===== src/rtl/pmct_pkg.sv =====
// Shared types and constants for the PS/2 mouse cursor tracker.
package pmct_pkg;

   localparam int SIZE_BITS     = 13;
   localparam int BYTE_BITS     = 8;
   localparam int OUT_BITS      = 12;
   localparam int CSR_IDX_BITS  = 1;

   // Header byte bit positions
   localparam int HDR_LEFT      = 0;
   localparam int HDR_RIGHT     = 1;
   localparam int HDR_MIDDLE    = 2;
   localparam int HDR_SYNC      = 3;
   localparam int HDR_X_SIGN    = 4;
   localparam int HDR_Y_SIGN    = 5;
   localparam int HDR_X_OVF     = 6;
   localparam int HDR_Y_OVF     = 7;

   localparam logic [SIZE_BITS-1:0] WIDTH_RESET  = 13'd1024;
   localparam logic [SIZE_BITS-1:0] HEIGHT_RESET = 13'd768;

   localparam logic [CSR_IDX_BITS-1:0] CSR_SCREEN_WIDTH  = 1'd0;
   localparam logic [CSR_IDX_BITS-1:0] CSR_SCREEN_HEIGHT = 1'd1;

   typedef enum logic [2:0] {
      PHASE_HEADER = 3'b001,
      PHASE_X      = 3'b010,
      PHASE_Y      = 3'b100
   } phase_type;

   // Framer status toward the cursor unit and the result stage
   typedef struct packed {
      logic                 last;
      logic [BYTE_BITS-1:0] header;
      logic [BYTE_BITS-1:0] x_move;
   } frame_type;

   // 10-bit signed movement: 9-bit two's complement plus the overflow step
   function automatic logic signed [9:0] delta10(input logic [BYTE_BITS-1:0] mag,
                                                input logic sign, input logic ovf);
      logic signed [9:0] d;
      d = signed'({2'b00, mag});
      if (sign) begin
         d = d - 10'sd256;
         if (ovf) begin
            d = d - 10'sd256;
         end
      end else if (ovf) begin
         d = d + 10'sd256;
      end
      return d;
   endfunction

endpackage


===== src/rtl/pmct_framer.sv =====
// Packet framer: header sync and capture of the header and X movement bytes.
module pmct_framer (
   input  logic                          clock,
   input  logic                          reset,
   input  logic                          step,
   input  logic [pmct_pkg::BYTE_BITS-1:0] rx_byte,
   output pmct_pkg::frame_type           frame
);

   pmct_pkg::phase_type                phase_ff, phase_in;
   logic [pmct_pkg::BYTE_BITS-1:0]     header_ff, header_in;
   logic [pmct_pkg::BYTE_BITS-1:0]     x_move_ff, x_move_in;

   always_comb begin
      phase_in  = phase_ff;
      header_in = header_ff;
      x_move_in = x_move_ff;
      if (step) begin
         unique case (phase_ff)
            pmct_pkg::PHASE_HEADER: begin
               if (rx_byte[pmct_pkg::HDR_SYNC]) begin
                  header_in = rx_byte;
                  phase_in  = pmct_pkg::PHASE_X;
               end
            end
            pmct_pkg::PHASE_X: begin
               x_move_in = rx_byte;
               phase_in  = pmct_pkg::PHASE_Y;
            end
            pmct_pkg::PHASE_Y: begin
               phase_in = pmct_pkg::PHASE_HEADER;
            end
            default: begin
               phase_in = pmct_pkg::PHASE_HEADER;
            end
         endcase
      end
   end

   always_ff @(posedge clock) begin
      if (reset) begin
         phase_ff <= pmct_pkg::PHASE_HEADER;
      end else begin
         phase_ff <= phase_in;
      end
      header_ff <= header_in;
      x_move_ff <= x_move_in;
   end

   assign frame.last   = (phase_ff == pmct_pkg::PHASE_Y);
   assign frame.header = header_ff;
   assign frame.x_move = x_move_ff;

endmodule


===== src/rtl/pmct_cursor.sv =====
// Cursor unit: movement deltas, position update and screen clamp.
module pmct_cursor #(
   parameter int COORD_BITS = 12
) (
   input  logic                           clock,
   input  logic                           reset,
   input  logic                           update,
   input  pmct_pkg::frame_type            frame,
   input  logic [pmct_pkg::BYTE_BITS-1:0] y_move,
   input  logic [pmct_pkg::SIZE_BITS-1:0] screen_width,
   input  logic [pmct_pkg::SIZE_BITS-1:0] screen_height,
   output logic [COORD_BITS-1:0]          next_x,
   output logic [COORD_BITS-1:0]          next_y
);

   localparam int SPAN = (COORD_BITS > pmct_pkg::SIZE_BITS) ? COORD_BITS : pmct_pkg::SIZE_BITS;
   localparam int PW   = SPAN + 3;
   localparam logic [PW-1:0] TOP = {{(PW-COORD_BITS){1'b0}}, {COORD_BITS{1'b1}}};

   logic [COORD_BITS-1:0] pos_x_ff, pos_x_in;
   logic [COORD_BITS-1:0] pos_y_ff, pos_y_in;
   logic signed [9:0]     dx, dy;
   logic signed [PW-1:0]  raw_x, raw_y;

   function automatic logic [COORD_BITS-1:0] clamp(input logic signed [PW-1:0] p,
                                                   input logic [pmct_pkg::SIZE_BITS-1:0] size);
      logic [pmct_pkg::SIZE_BITS-1:0] lim_raw;
      logic [PW-1:0]                  lim;
      logic [PW-1:0]                  res;
      lim_raw = (size == '0) ? '0 : size - 1'b1;
      lim     = PW'(lim_raw);
      if (lim > TOP) begin
         lim = TOP;
      end
      if (p < 0) begin
         res = '0;
      end else if (unsigned'(p) > lim) begin
         res = lim;
      end else begin
         res = unsigned'(p);
      end
      return res[COORD_BITS-1:0];
   endfunction

   always_comb begin
      dx     = pmct_pkg::delta10(frame.x_move, frame.header[pmct_pkg::HDR_X_SIGN],
                                 frame.header[pmct_pkg::HDR_X_OVF]);
      dy     = pmct_pkg::delta10(y_move, frame.header[pmct_pkg::HDR_Y_SIGN],
                                 frame.header[pmct_pkg::HDR_Y_OVF]);
      // screen y grows downward, mouse y grows upward
      raw_x  = signed'(PW'(pos_x_ff)) + PW'(dx);
      raw_y  = signed'(PW'(pos_y_ff)) - PW'(dy);
      next_x = clamp(raw_x, screen_width);
      next_y = clamp(raw_y, screen_height);
      pos_x_in = update ? next_x : pos_x_ff;
      pos_y_in = update ? next_y : pos_y_ff;
   end

   always_ff @(posedge clock) begin
      if (reset) begin
         pos_x_ff <= '0;
         pos_y_ff <= '0;
      end else begin
         pos_x_ff <= pos_x_in;
         pos_y_ff <= pos_y_in;
      end
   end

endmodule


===== src/rtl/ps2_mouse_packet_cursor_tracker.sv =====
// Flow: a request reaches the input register, and when the third byte of a packet advances
// from there, its result is loaded into the result register, which drives rsp_valid.
// Throughput: one request per cycle; the input register and the result register decouple
// the two sides, so a waiting result stalls input only when the next byte also closes a packet.
// Reset (synchronous, active high): framer waits for a header, cursor at 0,0,
// screen size 1024 by 768, both channel registers empty.
module ps2_mouse_packet_cursor_tracker #(
   parameter int COORD_BITS = 12
) (
   input  logic                              clock,
   input  logic                              reset,
   // byte requests from the mouse link
   input  logic                              req_valid,
   output logic                              req_ready,
   input  logic [pmct_pkg::BYTE_BITS-1:0]    req_rx_byte,
   // cursor results
   output logic                              rsp_valid,
   input  logic                              rsp_ready,
   output logic [pmct_pkg::OUT_BITS-1:0]     rsp_cursor_x,
   output logic [pmct_pkg::OUT_BITS-1:0]     rsp_cursor_y,
   output logic                              rsp_left_button,
   output logic                              rsp_right_button,
   output logic                              rsp_middle_button,
   output logic                              rsp_x_overflowed,
   output logic                              rsp_y_overflowed,
   // register writes
   input  logic                              csr_valid,
   output logic                              csr_ready,
   input  logic [pmct_pkg::CSR_IDX_BITS-1:0] csr_index,
   input  logic [pmct_pkg::SIZE_BITS-1:0]    csr_wdata
);

   // Screen size registers
   logic [pmct_pkg::SIZE_BITS-1:0] width_ff, width_in;
   logic [pmct_pkg::SIZE_BITS-1:0] height_ff, height_in;

   // Input register
   logic                           in_valid_ff, in_valid_in;
   logic [pmct_pkg::BYTE_BITS-1:0] in_byte_ff, in_byte_in;

   // Result register
   logic                           out_valid_ff, out_valid_in;
   logic [pmct_pkg::OUT_BITS-1:0]  out_x_ff, out_x_in;
   logic [pmct_pkg::OUT_BITS-1:0]  out_y_ff, out_y_in;
   logic [4:0]                     out_flags_ff, out_flags_in;

   pmct_pkg::frame_type            frame;
   logic                           advance;
   logic                           load_result;
   logic [COORD_BITS-1:0]          next_x, next_y;

   // Take register writes at any time; software writes only while idle.
   assign csr_ready = 1'b1;

   always_comb begin
      width_in  = width_ff;
      height_in = height_ff;
      if (csr_valid) begin
         unique case (csr_index)
            pmct_pkg::CSR_SCREEN_WIDTH:  width_in  = csr_wdata;
            pmct_pkg::CSR_SCREEN_HEIGHT: height_in = csr_wdata;
            default: ;
         endcase
      end
   end

   // Advance the held byte unless it closes a packet while the result slot stays full.
   assign advance     = in_valid_ff && (!frame.last || !out_valid_ff || rsp_ready);
   assign load_result = advance && frame.last;
   assign req_ready   = !in_valid_ff || advance;

   always_comb begin
      in_valid_in = in_valid_ff;
      in_byte_in  = in_byte_ff;
      if (req_ready) begin
         in_valid_in = req_valid;
         in_byte_in  = req_rx_byte;
      end
   end

   pmct_framer u_framer (
      .clock   (clock),
      .reset   (reset),
      .step    (advance),
      .rx_byte (in_byte_ff),
      .frame   (frame)
   );

   pmct_cursor #(
      .COORD_BITS (COORD_BITS)
   ) u_cursor (
      .clock         (clock),
      .reset         (reset),
      .update        (load_result),
      .frame         (frame),
      .y_move        (in_byte_ff),
      .screen_width  (width_ff),
      .screen_height (height_ff),
      .next_x        (next_x),
      .next_y        (next_y)
   );

   // Fill the result slot on a closing byte, drop it once taken.
   always_comb begin
      out_valid_in = out_valid_ff;
      out_x_in     = out_x_ff;
      out_y_in     = out_y_ff;
      out_flags_in = out_flags_ff;
      if (load_result) begin
         out_valid_in = 1'b1;
         out_x_in     = pmct_pkg::OUT_BITS'(next_x);
         out_y_in     = pmct_pkg::OUT_BITS'(next_y);
         out_flags_in = {frame.header[pmct_pkg::HDR_Y_OVF],
                         frame.header[pmct_pkg::HDR_X_OVF],
                         frame.header[pmct_pkg::HDR_MIDDLE],
                         frame.header[pmct_pkg::HDR_RIGHT],
                         frame.header[pmct_pkg::HDR_LEFT]};
      end else if (rsp_ready) begin
         out_valid_in = 1'b0;
      end
   end

   always_ff @(posedge clock) begin
      if (reset) begin
         width_ff     <= pmct_pkg::WIDTH_RESET;
         height_ff    <= pmct_pkg::HEIGHT_RESET;
         in_valid_ff  <= 1'b0;
         out_valid_ff <= 1'b0;
      end else begin
         width_ff     <= width_in;
         height_ff    <= height_in;
         in_valid_ff  <= in_valid_in;
         out_valid_ff <= out_valid_in;
      end
      in_byte_ff   <= in_byte_in;
      out_x_ff     <= out_x_in;
      out_y_ff     <= out_y_in;
      out_flags_ff <= out_flags_in;
   end

   assign rsp_valid         = out_valid_ff;
   assign rsp_cursor_x      = out_x_ff;
   assign rsp_cursor_y      = out_y_ff;
   assign rsp_left_button   = out_flags_ff[0];
   assign rsp_right_button  = out_flags_ff[1];
   assign rsp_middle_button = out_flags_ff[2];
   assign rsp_x_overflowed  = out_flags_ff[3];
   assign rsp_y_overflowed  = out_flags_ff[4];

endmodule


===== config.mk =====
export PLATFORM = sky130hd
export DESIGN_NAME = ps2_mouse_packet_cursor_tracker
export DESIGN_NICKNAME = d
export VERILOG_FILES = /design/src/rtl/pmct_pkg.sv /design/src/rtl/pmct_framer.sv /design/src/rtl/pmct_cursor.sv /design/src/rtl/ps2_mouse_packet_cursor_tracker.sv
export SDC_FILE = /design/constraint.sdc
export NUM_CORES = 1
export LEC_CHECK = 0
export ABC_AREA = 0
export BUFFER_PORTS_ARGS = -buffer_cell sky130_fd_sc_hd__buf_4
export CORE_ASPECT_RATIO = 0.6
export CORE_MARGIN = 2
export CORE_UTILIZATION = 32
export DETAILED_ROUTE_END_ITERATION = 10
export SLEW_MARGIN = 20
export SYNTH_ARGS = -nofsm -noshare
export SYNTH_HDL_FRONTEND = slang
export SYNTH_SLANG_ARGS = --single-unit

===== constraint.sdc =====
create_clock -name clock -period 3.8 [get_ports clock]
set_input_delay 0.19 -clock clock [delete_from_list [all_inputs] [get_ports clock]]
set_output_delay 0.19 -clock clock [all_outputs]
set_load 0.01 [all_outputs]

==> impl_metrics.yaml, run 1 <==
outcome:
  status: "finished with violations"
  violations: "setup timing"
logic_synthesis:
  synthArstFlopShare_pct: 0
  synth_fa_ha_area_share_pct: 11.5
  muxShareOfSynthArea_pct: 4.09
  synth_seq_area_share_pct: 42.3
  synth_flop_cell: "dfxtp_1"
  synth_top_family_by_area: "simple AND/OR/NAND/NOR gates"
  syn-cell-area_sq_um: 6300
  ys_top_cells_by_area: "edfxtp_1 25%, dfxtp_1 17%, ha_1 11%, nand2_1 5.8%, a21oi_1 4.3%"
  syn_avg_cell_area_sq_um: 9.22
  ys_seq_elements: 107
  synth_compound_area_share_pct: 14.6
  ys_warn_count: 0
  yosysTopAreaCellShare_pct: 24.8
  synth_cell_type_count: 61
  synthCells: 683
  yosys.area.top_type: "edfxtp_1"
  synth_xor_area_share_pct: 5.42
  synth-simple-area-share_pct: 17.9
  synth_edf_count: 52
clocking:
  clock_path_buffers: 2
  path_clk_slew_ns: 0.08
  clock-sinks: 107
  cts_tree: "done"
  insertion_delay_ns: 0.35
  cts-root-buf: "clkbuf_16"
  ctsHtreeMaxLevel: 3
  cts_buffers: 9
placement:
  gp_congestion: 0.864
  dp_hpwl_mm: 13.3
  io_buffers: 57
  dpl.cell_count: 1079
  dpl_cell_area_sq_um: 7710
sta:
  finalHoldViolCount: 0
  hold-worst-slack_ns: 0.0193
  rsz0062_at_grt: "true"
  fin_skew_ns: 0.0137
  tns_ns: -3.09
  fin_crit_sh_pct: 106
  timing.final.ws_setup_ns: -0.219
  setup_viol: 24
  report.final.slew_viol_count: 0
  tightest_slew_ns: 0.895
  period_needed_ns: 4.02
  max_freq_ghz: 0.249
  max_slew_margin_pct: 40.1
route:
  route.detailed.drc: 0
  routed_wl_mm: 18.0
  wire_per_inst_microns: 16.1
  drtAntennaViolNets: 0
  drtIter0Drc: 486
  vias_per_cell: 4.89
  drt_first_pass_iters: 5
  route.vias.total: 5458
pwr:
  p_leak_nw: 3.65
  ir_drop_uv: 223
  powerDensity_nw_per_um2: 337
finish:
  syn_to_final_growth_pct: 35.7
  most-common-layout-cells: "167 x buf_4, 97 x nand2_1, 56 x nor2_1"
  fill_cells: 1855
  nets: 929
  stdcell_count: 1117
  design_area_sq_um: 8550
  final_common_cell: "buf_4"
  utilization_pct: 44.6
  n_antenna_cell: 0
  layout-drive-gt1-share_pct: 29.8
die:
  pin_count: 59
  core_area_sq_um: 19200
  die_x_microns: 185
  die_area_sq_um: 20900
  initial_core_util_pct: 32.8
  die_h_microns: 113
  std_cell_rows: 39
critical_path:
  crit_path_start_kind: "register"
  cp.arrival_ns: 4.12
  worstPathRequired_ns: 3.90
  cp-end-kind: "register"
  cp_max_fo: 6
  worstSetupPathType: "reg -> reg"
global_routing:
  grt_pass1_vias: 5070
  grt_pass1_wl_mm: 27.6
  track_usage_pct: 17.1
  grt_max_degree: 47
  antenna_found_initial: 0
  grt_overflow_total: 0
worst_hold_path:
  hp-class: "in -> reg"
run:
  drv_cap: 0
==> routing by layer <==
layer  wire, microns  global-route usage (%)
met1           10100                    29.0
met2            6440                    20.7
met3            1370                    4.83
met4              82                    2.54
met5               0                       0
==> through the flow <==
step           setup WS, ns  power, mW
2_1_floorplan       0.00310       1.61
3_3_place_gp         -0.240       1.85
3_5_place_dp         -0.314       1.85
4_1_cts              -0.202       2.88
5_1_grt              -0.329       3.01
6_report             -0.219       2.88
==> Yosys cell counts, drive strengths merged, types with 2 or more instances <==
cell / number
o2111ai: 2
o211ai: 4
a21o: 9
nor3: 14
and2: 2
inv: 47
dfxtp: 55
a211o: 2
a21oi: 54
a2111oi: 2
xor2: 13
buf: 4
fa: 2
edfxtp: 52
nand2: 97
o31ai: 2
a21boi: 3
nand2b: 8
nor2b: 14
nor2: 59
clkbuf: 17
nor4: 5
o21bai: 2
a31oi: 4
o21ai: 33
a31o: 2
mux2i: 19
or2: 3
nand3b: 5
or4: 4
or3: 8
nand3: 6
o41ai: 13
and3: 7
mux2: 6
nand4: 6
ha: 54
o21a: 6
xnor2: 26
==> sequential cells by signal (all words and copies together) (netlist names), 3 cells and up <==
| name | flops |
|---|---|
| height_ff | 13 |
| in_byte_ff | 8 |
| out_flags_ff | 5 |
| rsp_cursor_x | 12 |
| rsp_cursor_y | 12 |
| u_cursor.pos_x_ff | 12 |
| u_cursor.pos_y_ff | 12 |
| u_framer.header_ff | 7 |
| u_framer.phase_ff | 3 |
| u_framer.x_move_ff | 8 |
| width_ff | 13 |
==> kinds of logic after synthesis <==
logic type / count (synthesis)
AND/OR/NAND/NOR: 240
AO/OA/AOI/OAI: 146
flip-flops: 107
buffers and inverters: 68
adder cells (fa/ha/maj): 57
XOR/XNOR: 39
multiplexers: 25
other: 1
==> layout make-up <==
type / instances / area [sq um] / area share (%)
repair buffers: 170 / 1300 / 15.2
flip-flops and latches: 107 / 2670 / 31.2
clock inverters: 6 / 60.1 / 0.703
well taps: 266 / 333 / 3.89
clock buffers: 10 / 229 / 2.68
multi-input cells: 511 / 3780 / 44.3
inverters: 47 / 176 / 2.06
==> power by group <==
part	internal (mW)	switching, mW
logic	0.338	0.360
clock network	0.462	0.469
registers	1.23	0.0222
total	2.03	0.852
==> final timing paths <==
kind / start / to / slack, ns / depth (start not counted)
max: height_ff[8] / rsp_cursor_y[10] / -0.22 / 15
min: req_rx_byte[2] / in_byte_ff[2] / 0.02 / 1
max reg2reg: height_ff[8] / rsp_cursor_y[10] / -0.22 / 15
min reg2reg: u_framer.header_ff[0] / out_flags_ff[0] / 0.42 / 0
==> worst max-delay path, stage by stage (launching register included) <==
cell	delay [ns]
dfxtp_2	0.32
or3_4	0.38
or4_4	0.50
or4_4	0.45
o21ai_4	0.20
o21ai_2	0.10
inv_1	0.06
ha_1	0.23
a21o_1	0.16
nand3_1	0.06
a21oi_1	0.07
o41a_1	0.45
o21ai_4	0.18
buf_6	0.19
mux2i_4	0.31
nor2_1	0.08
==> repair_timing <==
item                       CTS  global route
gates resized for setup     48            37
pin swaps                   16            13
hold endpoints to repair     0             0
hold buffers                 0             0
setup buffers               17             6
setup endpoints to repair   48            48
cloned                       2             0
Power figures use the tool's default switching activity.
==> inputs of run 2 (changes only) <==
--- a/config.mk
+++ b/config.mk
@@ -8,7 +8,6 @@
 export ABC_AREA = 0
 export BUFFER_PORTS_ARGS = -buffer_cell sky130_fd_sc_hd__buf_4
 export CORE_ASPECT_RATIO = 0.6
-export CORE_MARGIN = 2
 export CORE_UTILIZATION = 32
 export DETAILED_ROUTE_END_ITERATION = 10
 export SLEW_MARGIN = 20
==> run 2 against run 1 <==
  * The run still ends with setup timing left
  * Critical path depth decreased by 1
  * Non-clock buffer count fell by 16
  * Cell count decreased by 1.4%
  * Critical endpoint is now rsp_cursor_y[6]
  * Fmax shrank 1.3%
  * Wire length grew 0.70%
==> impl_metrics.yaml, run 2 (synthesis results as in run 1) <==
outcome:
  status: "finished with violations"
  violations: "setup timing"
clocking:
  ctsHtreeMaxLevel: 3
  cts-root-buf: "clkbuf_16"
  insertion_delay_ns: 0.36
  path_clk_slew_ns: 0.08
  clock-sinks: 107
  cts_tree: "done"
  clock_path_buffers: 2
  cts_buffers: 9
finish:
  syn_to_final_growth_pct: 35.2
  final_common_cell: "buf_4"
  design_area_sq_um: 8510
  fill_cells: 1851
  stdcell_count: 1101
  most-common-layout-cells: "148 x buf_4, 97 x nand2_1, 54 x dfxtp_1"
  layout-drive-gt1-share_pct: 29.1
  nets: 913
  n_antenna_cell: 0
  reg.largest.list: "height_ff: 13 flops, width_ff: 13 flops"
placement:
  gp_congestion: 0.929
  io_buffers: 57
  dp_hpwl_mm: 13.5
  dpl_cell_area_sq_um: 7670
  dpl.cell_count: 1074
  pre_cts_slack_ns: -0.221
global_routing:
  antenna_found_initial: 0
  grt_overflow_total: 0
  grt_pass1_vias: 4696
  grt_max_degree: 47
  grt_pass1_wl_mm: 26.8
  track_usage_pct: 17.5
sta:
  setup_viol: 24
  fin_skew_ns: 0.0115
  max_slew_margin_pct: 31.3
  tightest_slew_ns: 1.03
  finalHoldViolCount: 0
  tns_ns: -5.24
  hold-worst-slack_ns: 0.0168
  period_needed_ns: 4.07
  max_freq_ghz: 0.245
  timing.final.ws_setup_ns: -0.274
  rsz0062_at_grt: "true"
  report.final.slew_viol_count: 0
  fin_crit_sh_pct: 107
critical_path:
  worstPathRequired_ns: 3.92
  cp-end-kind: "register"
  cp.arrival_ns: 4.19
  crit_path_start_kind: "register"
  timing.critical_path.buf_inv: 1
  crit_family: "simple AND/OR/NAND/NOR gates"
  crit_slowest_cell: "or4_4"
  worstSetupPathType: "reg -> reg"
  worstPathCellList: "or3_4, or4_4, or4_4, o21ai_4, and3_4, ha_4, nand4_1, nor2_1, a21boi_1, o41a_1, o21ai_4, buf_12, mux2i_4, nor2_2"
  cp_max_fo: 6
  slowest_delay_ns: 0.50
pwr:
  p_sw_uw: 854
  p_comb_share_pct: 23.3
  clkPwrFrac_pct: 33.0
  ir_drop_uv: 236
  p_int_mw: 2.01
  powerDensity_nw_per_um2: 336
  switching_share_pct: 29.8
  p_seq_share_pct: 43.8
  p_leak_nw: 3.67
die:
  die_area_sq_um: 20300
  die_x_microns: 183
  die_h_microns: 111
  pin_count: 59
  initial_core_util_pct: 32.9
  std_cell_rows: 39
  core_area_sq_um: 19100
run:
  drv_cap: 0
route:
  drtAntennaViolNets: 0
  wire_per_inst_microns: 16.4
  drt_first_pass_iters: 5
  route.vias.total: 5456
  route.detailed.drc: 0
  routed_wl_mm: 18.1
  vias_per_cell: 4.96
  drtIter0Drc: 526
worst_hold_path:
  hp-class: "in -> reg"
==> run 2: cell count changes in the layout (fill, tap and decap cells not counted), moves of 3 or more <==
| cell | change |
|---|---|
| o41ai_2 | +8 |
| nor2_1 | -9 |
| buf_4 | -19 |
| o41ai_1 | -9 |
| nor2_4 | +3 |
| dlygate4sd3_1 | +4 |
| nor2_2 | +6 |
==> run 2: repair_timing <==
action,in CTS,in global routing
setup buffers,1,5
resized for setup,17,80
endpoints found under the hold margin,3,1
pin swaps,2,17
hold buffers,3,1
endpoints found under the setup margin,48,48
cloned,1,1
==> run 2: routing by layer <==
| metal | up-vias | share of wire, % | wire length, microns | global-route usage [%] |
|---|---|---|---|---|
| met5 | - | 0 | 0 | 0 |
| met4 | 0 | 0.48 | 87 | 2.83 |
| met2 | 179 | 34 | 6130 | 19.2 |
| li1 | 2722 | - | - | - |
| met3 | 11 | 8.4 | 1520 | 4.99 |
| met1 | 2544 | 57 | 10400 | 30.9 |
==> run 2: metrics by stage <==
stage	power [mW]	utilization, %
after floorplan	1.61	-
after global placement	1.84	40.1
after detailed placement	1.84	40.1
after CTS	2.80	42.2
after global routing	2.99	44.5
final	2.86	44.5
==> run 2: worst reg2reg max path: cells and delay by family (launching register included) <==
kind / cells / cell delay [ns]
AND/OR/NAND/NOR: 7 / 1.81
AO/OA/AOI/OAI: 4 / 1.03
flip-flops: 1 / 0.32
multiplexers: 1 / 0.28
adder cells (fa/ha/maj): 1 / 0.20
buffers and inverters: 1 / 0.19
==> run 2: final timing paths <==
kind	from	end	slack [ns]	depth (start not counted)
min reg2reg	u_framer.header_ff[2]	out_flags_ff[2]	0.42	0
min	req_rx_byte[3]	in_byte_ff[3]	0.02	1
max reg2reg	height_ff[6]	rsp_cursor_y[6]	-0.27	14
max	height_ff[6]	rsp_cursor_y[6]	-0.27	14
==> run 2: final cells by class <==
class	count	area, sq um	share of cell area [%]
multi-input combinational	511	3850	45.2
sequential	107	2660	31.3
timing repair buffer	154	1200	14.0
tap	266	333	3.91
clock buffer	9	225	2.65
inverter	47	176	2.07
clock inverter	7	68.8	0.808
==> run 2: power by group through the flow <==
stage	logic (mW)	registers [mW]	clock network (mW)
final	0.667	1.25	0.944
after global routing	0.726	1.26	1.01
after detailed placement	0.563	1.28	0
after floorplan	0.330	1.28	0
after global placement	0.560	1.28	0
after CTS	0.586	1.25	0.957
